### src/rtl/bmrc_pkg.sv
// shared types, constants and helper functions for the bitmap range count and search block
`timescale 1ns / 1ps
package bmrc_pkg;

  localparam int LEN_W  = 21;   // string length and byte index
  localparam int IDX_W  = 24;   // range indices, bit positions, count
  localparam int ANS_W  = 25;   // signed answer
  localparam int CFG_AW = 3;
  localparam int CFG_DW = 24;
  localparam int CALC_W = 27;   // signed range arithmetic

  localparam int MAX_STRING_BYTES_DEF = 1048576;

  // configuration register indexes
  localparam logic [CFG_AW-1:0] REG_OPERATION  = 3'd0;
  localparam logic [CFG_AW-1:0] REG_SEARCH_BIT = 3'd1;
  localparam logic [CFG_AW-1:0] REG_RANGE_MODE = 3'd2;
  localparam logic [CFG_AW-1:0] REG_BIT_UNITS  = 3'd3;
  localparam logic [CFG_AW-1:0] REG_START      = 3'd4;
  localparam logic [CFG_AW-1:0] REG_END        = 3'd5;
  localparam logic [CFG_AW-1:0] REG_LENGTH     = 3'd6;

  localparam logic OP_COUNT  = 1'b0;
  localparam logic OP_SEARCH = 1'b1;

  localparam logic [1:0] MODE_ALL    = 2'd0;
  localparam logic [1:0] MODE_START  = 2'd1;
  localparam logic [1:0] MODE_BOTH   = 2'd2;
  localparam logic [1:0] MODE_UNUSED = 2'd3;

  typedef struct packed {
    logic             err;
    logic             empty;
    logic [LEN_W-1:0] len;
    logic [IDX_W-1:0] lo;
    logic [IDX_W-1:0] hi;
  } rng_t;

  function automatic logic [3:0] popcount8(input logic [7:0] x);
    logic [7:0] x1;
    logic [7:0] x2;
    logic [7:0] x3;
    x1 = x - ((x >> 1) & 8'h55);
    x2 = (x1 & 8'h33) + ((x1 >> 2) & 8'h33);
    x3 = (x2 + (x2 >> 4)) & 8'h0F;
    return x3[3:0];
  endfunction

  // offset of the first set bit counted from the msb
  function automatic logic [2:0] first_one8(input logic [7:0] x);
    logic [2:0] idx;
    idx = 3'd0;
    for (int k = 0; k < 8; k++) begin
      if (x[k]) idx = 3'(7 - k);
    end
    return idx;
  endfunction

endpackage

### src/rtl/bmrc_range.sv
// resolves the configured range into an inclusive bit range with clamping and error flags
`timescale 1ns / 1ps
module bmrc_range #(
  parameter int MAX_STRING_BYTES = bmrc_pkg::MAX_STRING_BYTES_DEF
) (
  input  logic                      operation,
  input  logic [1:0]                range_mode,
  input  logic                      bit_units,
  input  logic [bmrc_pkg::IDX_W-1:0] range_start,
  input  logic [bmrc_pkg::IDX_W-1:0] range_end,
  input  logic [bmrc_pkg::LEN_W-1:0] string_length,
  output bmrc_pkg::rng_t            rng
);
  import bmrc_pkg::*;

  logic [LEN_W-1:0]         len;
  logic signed [CALC_W-1:0] tot;
  logic signed [CALC_W-1:0] s0;
  logic signed [CALC_W-1:0] e0;
  logic signed [CALC_W-1:0] s1;
  logic signed [CALC_W-1:0] e1;
  logic signed [CALC_W-1:0] s2;
  logic signed [CALC_W-1:0] e2;
  logic [IDX_W-1:0]         all_hi;

  always_comb begin
    if (32'(string_length) > 32'(MAX_STRING_BYTES)) len = LEN_W'(MAX_STRING_BYTES);
    else len = string_length;

    tot = bit_units ? $signed({3'b000, len, 3'b000}) : $signed({6'b000000, len});
    s0  = $signed({{(CALC_W-IDX_W){range_start[IDX_W-1]}}, range_start});
    e0  = (range_mode == MODE_BOTH) ?
          $signed({{(CALC_W-IDX_W){range_end[IDX_W-1]}}, range_end}) : tot - 27'sd1;

    // negative indices count back from the end
    s1 = (s0 < 0) ? s0 + tot : s0;
    e1 = (e0 < 0) ? e0 + tot : e0;
    s2 = (s1 < 0) ? '0 : s1;
    e2 = (e1 < 0) ? '0 : e1;
    if (e2 >= tot) e2 = tot - 27'sd1;

    all_hi = {len, 3'b000} - IDX_W'(1);

    rng.len   = len;
    rng.err   = 1'b0;
    rng.empty = 1'b0;
    rng.lo    = '0;
    rng.hi    = '0;
    case (range_mode)
      MODE_ALL: begin
        rng.empty = (len == '0);
        rng.hi    = all_hi;
      end
      MODE_START, MODE_BOTH: begin
        rng.err   = (operation == OP_COUNT) && (s0 < 0) && (e0 < 0) && (s0 > e0);
        rng.empty = (s2 > e2);
        rng.lo    = bit_units ? s2[IDX_W-1:0] : {s2[LEN_W-1:0], 3'b000};
        rng.hi    = bit_units ? e2[IDX_W-1:0] : {e2[LEN_W-1:0], 3'b111};
      end
      default: begin
        rng.err = 1'b1;
      end
    endcase
  end

endmodule

### src/rtl/bitmap_range_count_and_search.sv
// top level: streams bitmap bytes, accumulates a masked bit count and first-match position
// the result of a string is registered from its tlast byte once the result slot is free
// throughput: one byte per cycle; the count and match registers update once per byte
// a held result does not stop bytes of the next string until its last byte arrives
// reset (rst_n low, synchronous) empties both stages, clears the accumulators and
// loads the register defaults: count, search for 1, whole string, byte units, end -1
`timescale 1ns / 1ps
module bitmap_range_count_and_search #(
  parameter int MAX_STRING_BYTES = bmrc_pkg::MAX_STRING_BYTES_DEF
) (
  input  logic                        clk,
  input  logic                        rst_n,
  input  logic                        cfg_we,
  input  logic [bmrc_pkg::CFG_AW-1:0] cfg_addr,
  input  logic [bmrc_pkg::CFG_DW-1:0] cfg_wdata,
  input  logic                        in_tvalid,
  output logic                        in_tready,
  input  logic [7:0]                  in_tdata,   // [7:0] data_byte
  input  logic                        in_tlast,   // last_byte
  output logic                        out_tvalid,
  input  logic                        out_tready,
  output logic [31:0]                 out_tdata   // [24:0] answer, [25] status, zero fill
);
  import bmrc_pkg::*;

  logic             cfg_op_r;
  logic             cfg_sbit_r;
  logic [1:0]       cfg_mode_r;
  logic             cfg_bits_r;
  logic [IDX_W-1:0] cfg_start_r;
  logic [IDX_W-1:0] cfg_end_r;
  logic [LEN_W-1:0] cfg_len_r;

  logic             in_valid_r;
  logic [7:0]       in_data_r;
  logic             in_last_r;

  logic [LEN_W-1:0] bi_r, bi_nxt;
  logic [IDX_W-1:0] cnt_r, cnt_nxt;
  logic             found_r, found_nxt;
  logic [IDX_W-1:0] pos_r, pos_nxt;

  logic             out_valid_r;
  logic [ANS_W-1:0] out_answer_r, out_answer_nxt;
  logic             out_status_r, out_status_nxt;

  rng_t             rng;
  logic             out_free;
  logic             proc;
  logic [7:0]       lmask, hmask, mask, cand;
  logic [LEN_W-1:0] lo_b, hi_b;
  logic [IDX_W-1:0] gap;

  bmrc_range #(.MAX_STRING_BYTES(MAX_STRING_BYTES)) u_range (
    .operation    (cfg_op_r),
    .range_mode   (cfg_mode_r),
    .bit_units    (cfg_bits_r),
    .range_start  (cfg_start_r),
    .range_end    (cfg_end_r),
    .string_length(cfg_len_r),
    .rng          (rng)
  );

  assign out_free   = !out_valid_r || out_tready;
  // non-last bytes never need the result slot
  assign proc       = in_valid_r && (!in_last_r || out_free);
  assign in_tready  = !in_valid_r || proc;
  assign out_tvalid = out_valid_r;
  assign out_tdata  = {6'b000000, out_status_r, out_answer_r};

  always_ff @(posedge clk) begin
    if (!rst_n) begin
      cfg_op_r    <= OP_COUNT;
      cfg_sbit_r  <= 1'b1;
      cfg_mode_r  <= MODE_ALL;
      cfg_bits_r  <= 1'b0;
      cfg_start_r <= '0;
      cfg_end_r   <= '1;
      cfg_len_r   <= '0;
    end else if (cfg_we) begin
      case (cfg_addr)
        REG_OPERATION:  cfg_op_r    <= cfg_wdata[0];
        REG_SEARCH_BIT: cfg_sbit_r  <= cfg_wdata[0];
        REG_RANGE_MODE: cfg_mode_r  <= cfg_wdata[1:0];
        REG_BIT_UNITS:  cfg_bits_r  <= cfg_wdata[0];
        REG_START:      cfg_start_r <= cfg_wdata;
        REG_END:        cfg_end_r   <= cfg_wdata;
        REG_LENGTH:     cfg_len_r   <= cfg_wdata[LEN_W-1:0];
        default: ;
      endcase
    end
  end

  always_comb begin
    lo_b = rng.lo[IDX_W-1:3];
    hi_b = rng.hi[IDX_W-1:3];

    if (bi_r > lo_b)       lmask = 8'hFF;
    else if (bi_r == lo_b) lmask = 8'hFF >> rng.lo[2:0];
    else                   lmask = 8'h00;

    if (bi_r < hi_b)       hmask = 8'hFF;
    else if (bi_r == hi_b) hmask = ~(8'h7F >> rng.hi[2:0]);
    else                   hmask = 8'h00;

    mask = (rng.err || rng.empty) ? 8'h00 : (lmask & hmask);
    cand = (cfg_sbit_r ? in_data_r : ~in_data_r) & mask;

    bi_nxt    = bi_r;
    cnt_nxt   = cnt_r;
    found_nxt = found_r;
    pos_nxt   = pos_r;
    if (bi_r < rng.len) begin
      cnt_nxt = cnt_r + IDX_W'(popcount8(in_data_r & mask));
      if (!found_r && (cand != 8'h00)) begin
        found_nxt = 1'b1;
        pos_nxt   = {bi_r, first_one8(cand)};
      end
      bi_nxt = bi_r + LEN_W'(1);
    end

    // first position not yet delivered, pulled up to the range start
    gap = {bi_nxt, 3'b000};
    if (gap < rng.lo) gap = rng.lo;

    out_status_nxt = 1'b0;
    out_answer_nxt = '1;
    if (cfg_op_r == OP_COUNT) begin
      out_answer_nxt = '0;
      if (rng.err) out_status_nxt = 1'b1;
      else if (!rng.empty) out_answer_nxt = {1'b0, cnt_nxt};
    end else begin
      if (rng.err) out_status_nxt = 1'b1;
      else if (rng.empty) out_answer_nxt = '1;
      else if (found_nxt) out_answer_nxt = {1'b0, pos_nxt};
      else if (cfg_sbit_r) out_answer_nxt = '1;
      else if (gap <= rng.hi) out_answer_nxt = {1'b0, gap};
      else if (cfg_mode_r == MODE_BOTH) out_status_nxt = 1'b1;
      else out_answer_nxt = {({1'b0, rng.hi[IDX_W-1:3]} + (LEN_W+1)'(1)), 3'b000};
    end
  end

  always_ff @(posedge clk) begin
    if (!rst_n) begin
      in_valid_r  <= 1'b0;
      out_valid_r <= 1'b0;
      bi_r        <= '0;
      cnt_r       <= '0;
      found_r     <= 1'b0;
      pos_r       <= '0;
    end else begin
      if (in_tready) in_valid_r <= in_tvalid;

      if (proc && in_last_r) out_valid_r <= 1'b1;
      else if (out_valid_r && out_tready) out_valid_r <= 1'b0;

      if (proc) begin
        if (in_last_r) begin
          bi_r        <= '0;
          cnt_r       <= '0;
          found_r     <= 1'b0;
          pos_r       <= '0;
        end else begin
          bi_r    <= bi_nxt;
          cnt_r   <= cnt_nxt;
          found_r <= found_nxt;
          pos_r   <= pos_nxt;
        end
      end
    end
  end

  always_ff @(posedge clk) begin
    if (in_tready && in_tvalid) begin
      in_data_r <= in_tdata;
      in_last_r <= in_tlast;
    end
    if (proc && in_last_r) begin
      out_answer_r <= out_answer_nxt;
      out_status_r <= out_status_nxt;
    end
  end

endmodule

### config.mk
export PLATFORM = sky130hd
export DESIGN_NAME = bitmap_range_count_and_search
export DESIGN_NICKNAME = d
export VERILOG_FILES = /design/src/rtl/bmrc_pkg.sv /design/src/rtl/bmrc_range.sv /design/src/rtl/bitmap_range_count_and_search.sv
export SDC_FILE = /design/constraint.sdc
export NUM_CORES = 1
export LEC_CHECK = 0
export BUFFER_PORTS_ARGS = -buffer_cell sky130_fd_sc_hd__buf_2
export CAP_MARGIN = 5
export CORE_UTILIZATION = 65
export CTS_CLUSTER_DIAMETER = 120
export DETAILED_ROUTE_END_ITERATION = 10
export MAX_ROUTING_LAYER = met4
export PLACE_DENSITY = 0.83
export RECOVER_POWER = 100
export REMOVE_ABC_BUFFERS = 1
export SYNTH_ARGS = -nofsm -noshare
export SYNTH_HDL_FRONTEND = slang
export SYNTH_SLANG_ARGS = --single-unit
### constraint.sdc
create_clock -name clk -period 30.3 [get_ports clk]
set_input_delay 4.545 -clock clk [delete_from_list [all_inputs] [get_ports clk]]
set_output_delay 4.545 -clock clk [all_outputs]
set_load 0.01 [all_outputs]
==> results.py <==
metrics = {
    "outcome": {
        "status": "finished with violations",
        "violations": "capacitance limit, slew limit",
    },
    "power": {
        "swShare_pct": 47.9,
        "p_clk_share_pct": 20.4,
        "power_density_mw_per_mm2": 48.5,
        "intPower_mw": 0.581,
        "power_switching_mw": 0.535,
        "leakage_nw": 9.99,
        "power_frac_comb_pct": 56.3,
        "irDropWorstVdd_mv": 0.0521,
        "p_seq_share_pct": 23.3,
    },
    "timing": {
        "final.min_clock_period_ns": 21.94,
        "finClkSkew_ns": 0.0155,
        "clock.fmax_mhz": 45.6,
        "tightest_slew_ns": 2.87,
        "hold_viol": 0,
        "hold_ws_ns": 0.473,
        "fin_crit_sh_pct": 72.4,
        "setup_violations": 0,
        "slew_viol_final": 262,
        "slew_headroom_pct": -91.1,
        "rsz0062_at_grt": "no",
        "tns_ns": 0,
    },
    "routing": {
        "dr.first_iter.drc_count": 3063,
        "vias_per_cell": 7.17,
        "drt_wl_total_um": 85500,
        "drc": 0,
        "postRouteAntennaNets": 0,
        "dr.pass1.iters": 9,
        "num_vias": 24200,
        "wl_per_cell_um": 25.4,
    },
    "critical_path": {
        "crit_required_ns": 30.63,
        "path_max_fanout": 31,
        "arrival_ns": 22.27,
        "crit_family": "compound AO/OA/AOI/OAI gates",
        "setup.worst_path.start_class": "flop",
        "endpoint_kind": "flop",
        "critical_path.max_stage_delay_ns": 1.27,
        "crit_slowest_cell": "clkbuf_1",
        "worstSetupPathType": "reg2reg",
        "cp_num_buf_inv": 4,
        "crit_top_cell": "a21oi_1",
    },
    "logic_synthesis": {
        "synth_top_cells_by_area": "ha_1 (14%), dfxtp_1 (13%), nand2_1 (5.9%)",
        "yosys.area.top_type": "ha_1",
        "synth_ff_type": "dfxtp_1",
        "syn_area_mm2": 0.0221,
        "synth_area_per_cell_um2": 7.46,
        "synth_cell_types": 113,
        "syn_inst": 2958,
        "synth.most_common_cell": "nand2_1",
        "ys_warn_count": 0,
        "ys_seq_elements": 181,
        "synth_top_area_share_pct": 14.1,
        "netlist_top_cells_count": "nand2_1 (349), ha_1 (249), nor2_1 (222), o21ai_0 (169), a21oi_1 (159)",
        "synth-async-reset-ratio_pct": 0,
        "synth_edf_count": 35,
        "ys_seq_area_share_pct": 18.0,
    },
    "clock_tree": {
        "numClockSinks": 181,
        "clock-root-buffer": "clkbuf_16",
        "clockBufferDepth": 2,
        "cts_tree": "built",
        "path_clk_slew_ns": 0.08,
        "cts_resized": 0,
        "cts_made_buffers": 17,
        "cts_setup_buffers": 0,
        "hold_buffers": 0,
        "insertion_delay_ns": 0.48,
        "htree_levels": 4,
    },
    "finish": {
        "nets": 3204,
        "stdcell_count": 3371,
        "design_area_mm2": 0.0230,
        "nFillCells": 2876,
        "syn_to_final_growth_pct": 4.30,
        "drive_gt1_share_pct": 6.09,
        "fin_util_pct": 68.8,
    },
    "placed_design": {
        "io_buffers": 68,
        "place.gp.congestion": 1.07,
        "dp.cells": 3337,
        "postPlaceCellArea_mm2": 0.0225,
        "place_hpwl_um": 65700,
    },
    "global_route": {
        "grt_max_degree": 68,
        "grt_first_pass_wirelength_um": 127000,
        "grtUsageTotal_pct": 49.8,
        "top_usage_layer": "met2",
        "use_met1_pct": 56.8,
        "use_met2_pct": 77.8,
        "antenna_found_initial": 2,
        "grt_overflow": 0,
        "grt_pass1_vias": 23000,
        "grt_util_met3_pct": 11.5,
    },
    "floorplanning": {
        "coreArea_mm2": 0.0334,
        "die_x_um": 186,
        "initial_core_util_pct": 66.0,
        "die-area_mm2": 0.0347,
        "fp-row-count": 67,
        "die_height_um": 186,
        "ios": 75,
    },
    "job": {
        "cap_violations": 7,
    },
    "min_path": {
        "min_path_type": "reg2reg",
    },
}
routing by layer:
layer	share of wire (%)	wire length (µm)
met1	38	32600
met2	44	37600
met3	11	9010
met4	7.3	6200
met5	0	0
cell families after synthesis:
logic type	synth area share [%]
and+or+nand+nor	24.7
AOI/OAI and AO/OA	27.4
buffers and inverters	5.68
adders and majority gates	14.8
DFF	18.0
xor gates and xnor gates	5.12
muxes	4.25
other	0.0170
worst paths after layout:
check	startpoint	to	slack [ns]	cells after the start
worst max-delay path	cfg_len_r[5]	out_answer_r[23]	8.36	71
worst min-delay path	cfg_end_r[19]	cfg_end_r[19]	0.47	2
worst max register to register	cfg_len_r[5]	out_answer_r[23]	8.36	71
worst min register to register	cfg_end_r[19]	cfg_end_r[19]	0.47	2
cell usage in the layout, fill, tap and decap left out, drive strengths merged, types with 22 or more instances in the layout:
cell type,instances
inv,140
a21boi,69
a22o,23
dfxtp,146
nand2,350
o211ai,35
nor2,223
a22oi,38
and2,39
nand4,52
nor3,70
nand2b,45
and3,37
ha,249
o31ai,22
xnor2,89
nor2b,69
clkbuf,53
buf,69
nor4,27
mux2,22
or3,42
edfxtp,35
a31oi,29
a21o,74
xor2,40
a211oi,34
o221ai,26
a21oi,162
mux2i,69
nand3,98
o21ai,178
o21a,44
through the flow:
step	worst slack [ns]	power, mW
4_1_cts	11.72	1.09
3_5_place_dp	11.95	0.861
6_report	8.36	1.12
2_1_floorplan	13.63	0.680
3_3_place_gp	12.39	0.849
5_1_grt	7.55	1.16
power groups by stage:
stage | registers [mW] | logic (mW) | clock network [mW]
2_1_floorplan | 0.264 | 0.416 | 0
3_3_place_gp | 0.265 | 0.584 | 0
3_5_place_dp | 0.265 | 0.596 | 0
4_1_cts | 0.260 | 0.603 | 0.225
5_1_grt | 0.261 | 0.669 | 0.233
6_report | 0.260 | 0.629 | 0.227
worst min-delay path, cell delays in order (launching register included):
cell     delay, ns
dfxtp_1       0.32
nand2_1       0.05
nand3_1       0.06
flip-flops by register name (all words and copies together) (netlist names):
register and cells:
out_answer_r 25, cfg_end_r 24, cfg_start_r 24, cnt_r 24, pos_r 24, bi_r 21
cfg_len_r 21, in_data_r 8, cfg_mode_r 2, cfg_bits_r 1, cfg_op_r 1, cfg_sbit_r 1
found_r 1, in_last_r 1, in_valid_r 1, out_status_r 1, out_tvalid 1
area by class of cell:
| type | instances | area, µm² | share of cell area, % |
|---|---|---|---|
| diodes | 2 | 5.00 | 0.0217 |
| clock buffers | 17 | 425 | 1.85 |
| clock inverters | 15 | 135 | 0.587 |
| inverters | 131 | 492 | 2.14 |
| multi-input cells | 2472 | 16900 | 73.3 |
| flip-flops and latches | 181 | 3980 | 17.3 |
| well taps | 448 | 561 | 2.44 |
| repair buffers | 105 | 561 | 2.44 |
(Power assumes the default switching activity.)
